`src/rtl/tvg_pkg.sv`:
```
// ----------------------------------------------------------------------------
// tvg_pkg
// Shared types, constants and control structs for the TV gradient stencil.
// ----------------------------------------------------------------------------
`default_nettype none

package tvg_pkg;

  localparam int MAX_SIDE_DEF = 256;
  localparam int SIDE_CAP     = 256;   // size registers are 9 bits
  localparam int ROOT_STEPS   = 29;    // result bits of floor(sqrt(S << 24))
  localparam int DIV_STEPS    = 43;    // dividend bits of |n| << 24
  localparam int STEP_W       = 6;

  // configuration register indexes
  localparam logic [1:0] REG_ROWS = 2'd0;
  localparam logic [1:0] REG_COLS = 2'd1;
  localparam logic [1:0] REG_EPS  = 2'd2;

  // the three quotient terms
  localparam logic [1:0] TERM_CENTER = 2'd0;
  localparam logic [1:0] TERM_DOWN   = 2'd1;
  localparam logic [1:0] TERM_RIGHT  = 2'd2;

  typedef struct packed {
    logic signed [15:0] pixel;
    logic               drain;
  } pix_t;

  typedef struct packed {
    logic signed [15:0] gradient;
    logic [7:0]         row_index;
    logic [7:0]         col_index;
    logic               last;
  } res_t;

  typedef struct packed {
    logic       accept;
    logic       load;
    logic       term_setup;
    logic       sq_a;
    logic       sq_b;
    logic       sq_c;
    logic       root_init;
    logic       root_step;
    logic       div_init;
    logic       div_step;
    logic       acc_clear;
    logic       acc_add;
    logic       finish;
    logic [1:0] term;
  } cmd_t;

  typedef struct packed {
    logic hit;
    logic root_zero;
    logic out_busy;
  } sts_t;

endpackage

`default_nettype wire

```
`src/rtl/tvg_ctrl.sv`:
```
// ----------------------------------------------------------------------------
// tvg_ctrl
// Sequencer: takes one word and loads the window; if the word completes a
// pixel, runs the three quotient terms through the shared square, root and divide steps.
// ----------------------------------------------------------------------------
`default_nettype none

module tvg_ctrl import tvg_pkg::*; (
  input  wire logic clk,
  input  wire logic rst,
  input  wire logic pix_valid,
  output logic      pix_ready,
  input  wire sts_t sts,
  output cmd_t      cmd
);

  localparam logic [3:0] S_IDLE  = 4'd0;
  localparam logic [3:0] S_LOAD  = 4'd1;
  localparam logic [3:0] S_TERM  = 4'd2;
  localparam logic [3:0] S_SQA   = 4'd3;
  localparam logic [3:0] S_SQB   = 4'd4;
  localparam logic [3:0] S_SQC   = 4'd5;
  localparam logic [3:0] S_RINIT = 4'd6;
  localparam logic [3:0] S_ROOT  = 4'd7;
  localparam logic [3:0] S_DINIT = 4'd8;
  localparam logic [3:0] S_DIV   = 4'd9;
  localparam logic [3:0] S_ACC   = 4'd10;
  localparam logic [3:0] S_FIN   = 4'd11;

  logic [3:0]        state, state_next;
  logic [STEP_W-1:0] cnt, cnt_next;
  logic [1:0]        term, term_next;

  always_ff @(posedge clk) begin
    if (rst) begin
      state <= S_IDLE;
      cnt   <= '0;
      term  <= TERM_CENTER;
    end else begin
      state <= state_next;
      cnt   <= cnt_next;
      term  <= term_next;
    end
  end

  assign pix_ready = (state == S_IDLE);

  always_comb begin
    state_next = state;
    cnt_next   = cnt;
    term_next  = term;
    cmd        = '0;
    cmd.term   = term;
    unique case (state)
      S_IDLE: begin
        if (pix_valid) begin
          cmd.accept = 1'b1;
          state_next = S_LOAD;
        end
      end
      S_LOAD: begin
        cmd.load = 1'b1;
        if (sts.hit) begin
          cmd.acc_clear = 1'b1;
          term_next     = TERM_CENTER;
          state_next    = S_TERM;
        end else begin
          state_next = S_IDLE;
        end
      end
      S_TERM: begin
        cmd.term_setup = 1'b1;
        state_next     = S_SQA;
      end
      S_SQA: begin
        cmd.sq_a   = 1'b1;
        state_next = S_SQB;
      end
      S_SQB: begin
        cmd.sq_b   = 1'b1;
        state_next = S_SQC;
      end
      S_SQC: begin
        cmd.sq_c   = 1'b1;
        state_next = S_RINIT;
      end
      S_RINIT: begin
        cmd.root_init = 1'b1;
        cnt_next      = '0;
        state_next    = S_ROOT;
      end
      S_ROOT: begin
        cmd.root_step = 1'b1;
        if (cnt == STEP_W'(ROOT_STEPS - 1)) begin
          cnt_next   = '0;
          state_next = S_DINIT;
        end else begin
          cnt_next = cnt + 1'b1;
        end
      end
      S_DINIT: begin
        cmd.div_init = 1'b1;
        cnt_next     = '0;
        // zero root: quotient stays zero
        state_next   = sts.root_zero ? S_ACC : S_DIV;
      end
      S_DIV: begin
        cmd.div_step = 1'b1;
        if (cnt == STEP_W'(DIV_STEPS - 1)) begin
          cnt_next   = '0;
          state_next = S_ACC;
        end else begin
          cnt_next = cnt + 1'b1;
        end
      end
      S_ACC: begin
        cmd.acc_add = 1'b1;
        if (term == TERM_RIGHT) begin
          state_next = S_FIN;
        end else begin
          term_next  = term + 1'b1;
          state_next = S_TERM;
        end
      end
      S_FIN: begin
        if (!sts.out_busy) begin
          cmd.finish = 1'b1;
          state_next = S_IDLE;
        end
      end
      default: begin
        state_next = S_IDLE;
      end
    endcase
  end

endmodule

`default_nettype wire

```
`config.mk`:
```
export PLATFORM = sky130hd
export DESIGN_NAME = tvg_ctrl
export DESIGN_NICKNAME = d
export VERILOG_FILES = /design/src/rtl/tvg_pkg.sv /design/src/rtl/tvg_ctrl.sv
export SDC_FILE = /design/constraint.sdc
export NUM_CORES = 1
export LEC_CHECK = 0
export BUFFER_PORTS_ARGS = -buffer_cell sky130_fd_sc_hd__buf_4
export CORE_UTILIZATION = 56
export DETAILED_ROUTE_END_ITERATION = 7
export PLACE_DENSITY = 0.83
export SYNTH_ARGS = -nofsm -noshare
export SYNTH_HDL_FRONTEND = slang
export SYNTH_SLANG_ARGS = --single-unit
```
`constraint.sdc`:
```
create_clock -name clk -period 3 [get_ports clk]
set_input_delay 0.3 -clock clk [delete_from_list [all_inputs] [get_ports clk]]
set_output_delay 0.3 -clock clk [all_outputs]
set_load 0.02 [all_outputs]
```
==> flow_metrics.env <==
export IMPL_chipWidth_um=42.9
export IMPL_rows=14
export IMPL_drt_pass1_iterations=4
export IMPL_path_max_fanout=21
export IMPL_dp_cells=142
export IMPL_clk_transition_reported_paths_ps=90
export IMPL_register_area_sq_um=240
export IMPL_routedWlPerCell_um=14.6
export IMPL_ir_drop_uv=408
export IMPL_fin_worst_skew_ps=4.67
export IMPL_finish_net_count=141
export IMPL_initialDrtViolationCount=29
export IMPL_worst_setup_timing_slack_at_the_placement_stage_ps=999
export IMPL_synth_nets=123
export IMPL_slew_violations=0
export IMPL_timing_max_cap_violations=0
export IMPL_synth_warning_count=0
export IMPL_area_growth_synth_to_final_pct=18.8
export IMPL_placed_area_sq_um=1080
export IMPL_fraction_of_the_mapped_netlist_area_in_compound_gates_pct=18.6
export IMPL_grt_max_degree=24
export IMPL_remaining_number_of_nets_flagged_by_the_antenna_check_after_routing=0
export IMPL_yosys_reg_bits=12
export IMPL_main_combinational_cell_family_by_area_after_synthesis="simple AND/OR/NAND/NOR gates"
export IMPL_synth_area_leader_cell="sky130_fd_sc_hd__dfxtp_1"
export IMPL_cts_repair_resized=0
export IMPL_synth_mux_area_share_pct=5.34
export IMPL_routed_via_density=6.00
export IMPL_power_density_cell_area_nw_per_um2=637
export IMPL_grt_remaining_overflow=0
export IMPL_max_freq_ghz=0.456
export IMPL_critical_path_arrival_ps=1890
export IMPL_total_power_mw=0.710
export IMPL_share_of_cells_above_drive_strength_1_pct=25.4
export IMPL_worstHoldPathType="input pin to flop"
export IMPL_grt_setup_unrepaired="false"
export IMPL_core_area_sq_um=1540
export IMPL_clk_latency_ps=280
export IMPL_floorplan_io_pins=22
export IMPL_postSynthCellCount=113
export IMPL_grt_first_pass_wirelength_um=3490
export IMPL_synth_simple_gate_area_share_pct=33.9
export IMPL_critical_path_startpoint_type="flop"
export IMPL_gp_routability_congestion=0.796
export IMPL_postSynth_asyncResetShare_pct=0
export IMPL_post_synth_xor_area_fraction_pct=5.61
export IMPL_totalWireLength_um=2130
export IMPL_worstMarginPinSlew_ps=717
export IMPL_cts_tree="done"
export IMPL_antenna_cells=0
export IMPL_finalHoldWorstSlack_ps=229
export IMPL_fillers=122
export IMPL_netlist_cell_type_count=39
export IMPL_cts_buffer_depth=2
export IMPL_layout_min_cycle_time_ps=2190
export IMPL_detailed_place_hpwl_um=1480
export IMPL_detail_route_drc_violations=0
export IMPL_cts_htree_levels=1
export IMPL_worst_slew_margin_rel_pct=52.1
export IMPL_status="finished, final reports clean"
export IMPL_area_used_by_multi_input_combinational_logic_sq_um=644
export IMPL_synthFlopType="sky130_fd_sc_hd__dfxtp_1"
export IMPL_cts_root_buf="sky130_fd_sc_hd__clkbuf_4"
export IMPL_global_route_usage_total_pct=24.9
export IMPL_number_of_synthesized_flops_with_an_enable_pin=0
export IMPL_post_cts_setup_buffer_count=0
export IMPL_final_setup_viol_count=0
export IMPL_synth_top_area_share_pct=25.6
export IMPL_number_of_input_and_output_port_buffers_inserted=21
export IMPL_die_height_um=42.9
export IMPL_cp_end_kind="output port"
export IMPL_initial_utilization_pct=60.8
export IMPL_synth_seq_area_share_pct=25.6
export IMPL_timing_final_hold_violations=0
export IMPL_total_leakage_power_nw=0.443
export IMPL_setup_tns_final_ps=0
export IMPL_finish_cell_count_without_fillers=146
export IMPL_critical_path_class="flop to output port"
export IMPL_synth_top_cells_by_area="sky130_fd_sc_hd__dfxtp_1 (26%), sky130_fd_sc_hd__ha_1 (5.3%), sky130_fd_sc_hd__mux2i_1 (5.3%), sky130_fd_sc_hd__nor2_1 (5.2%), sky130_fd_sc_hd__nand2b_1 (4.7%)"
export IMPL_design_die_area_sq_um=1840
export IMPL_vias=876
export IMPL_critical_path_required_time_ps=2700
export IMPL_first_global_vias=749
export IMPL_final_standard_cell_utilization_of_the_core_pct=72.2
export IMPL_finalCritPeriodShare_pct=73.1
export IMPL_cts_num_sinks=12
export IMPL_syn_avg_cell_area_sq_um=8.29
export IMPL_adder_cell_share_of_the_synthesized_area_pct=5.34
export IMPL_syn_cell_area_sq_um=937
export IMPL_number_of_buffers_added_by_the_clock_tree_synthesis_step=3
export IMPL_holdBufCountCts=0
export IMPL_layout_setup_ws_ps=807
export IMPL_postLayoutCellArea_sq_um=1110
export IMPL_grt_antenna_before_repair=0
==> final cells by class <==
class                      instances  share of cell area, %
multi-input combinational         89                   57.9
sequential                        12                   21.6
timing repair buffer              21                   14.2
clock buffer                       4                   3.26
tap                               16                   1.80
inverter                           4                   1.35
==> sequential cells by signal, indices dropped and copies added (netlist names) <==
name   cells
state      4
term       2
cnt        6
==> logic make-up after synthesis <==
family                     count (synthesis)
and+or+nand+nor                           54
AOI/OAI and AO/OA                         20
buffers and inverters                     12
DFF                                       12
xor gates and xnor gates                   6
muxes                                      5
adders and majority gates                  4
==> worst max-delay path: stages (launching register included) <==
cell	delay [ps]
sky130_fd_sc_hd__dfxtp_1	750
sky130_fd_sc_hd__nand2b_1	310
sky130_fd_sc_hd__nor3_1	260
sky130_fd_sc_hd__and2_1	160
sky130_fd_sc_hd__buf_4	130
==> path summary, 6_finish.rpt <==
check / from / end / slack (ps) / cells past startpoint
worst min-delay path: rst / term[0]$_SDFFE_PP0P_ / 230 / 2
worst min register to register: term[1]$_SDFFE_PP0P_ / term[1]$_SDFFE_PP0P_ / 550 / 2
worst max-delay path: state[0]$_SDFFE_PP0P_ / cmd[4] / 810 / 4
worst max register to register: state[0]$_SDFFE_PP0P_ / state[2]$_SDFFE_PP0P_ / 1000 / 4
==> cell usage after synthesis, types with 2 or more instances <==
master and n:
sky130_fd_sc_hd__a211o_1 2, sky130_fd_sc_hd__a21oi_1 6, sky130_fd_sc_hd__and2_1 2, sky130_fd_sc_hd__buf_2 6, sky130_fd_sc_hd__dfxtp_1 12, sky130_fd_sc_hd__ha_1 4
sky130_fd_sc_hd__inv_1 4, sky130_fd_sc_hd__mux2i_1 5, sky130_fd_sc_hd__nand2_1 6, sky130_fd_sc_hd__nand2b_1 7, sky130_fd_sc_hd__nand3_1 2, sky130_fd_sc_hd__nand4_1 2
sky130_fd_sc_hd__nand4bb_1 2, sky130_fd_sc_hd__nor2_1 13, sky130_fd_sc_hd__nor3_1 8, sky130_fd_sc_hd__nor4_1 3, sky130_fd_sc_hd__o21ai_0 3, sky130_fd_sc_hd__xnor2_1 4
sky130_fd_sc_hd__xor2_1 2
==> report_power, final <==
group	total [mW]	switching, mW	leakage [nW]	internal (mW)
clock	0.137	0.0633	0.0210	0.0739
sequential	0.268	0.0907	0.0973	0.177
combinational	0.305	0.158	0.325	0.146
total	0.710	0.312	0.443	0.397
==> per-layer routing <==
layer	wire (um)	track usage [%]	vias to the layer above
met2	976	37.0	27
li1	-	-	440
met4	29	9.38	0
met3	92	2.55	5
met1	1040	36.6	404
met5	0	0	-
==> layout by cell type, fill, tap and decap left out, drive strengths merged <==
cell type,netlist,layout
a211o,2,2
xnor2,4,4
o2111ai,1,1
a21oi,7,7
nor3b,1,1
nand4bb,2,2
nand3,2,2
o21a,1,1
and2,2,2
or3b,1,1
nand2,6,6
nor2,13,13
o211a,1,1
a2111oi,1,1
nor3,9,9
and4b,1,1
nand4,2,2
mux2i,5,5
and4bb,1,1
ha,4,4
and3b,1,1
clkbuf,1,4
a211oi,3,3
o31ai,1,1
o21ai,3,3
or4,1,1
inv,4,4
nand3b,1,1
buf,7,21
dfxtp,12,12
nand2b,7,7
nor2b,1,1
nor4,3,3
xor2,2,2
Note: power is estimated with default switching activity, not from simulation.
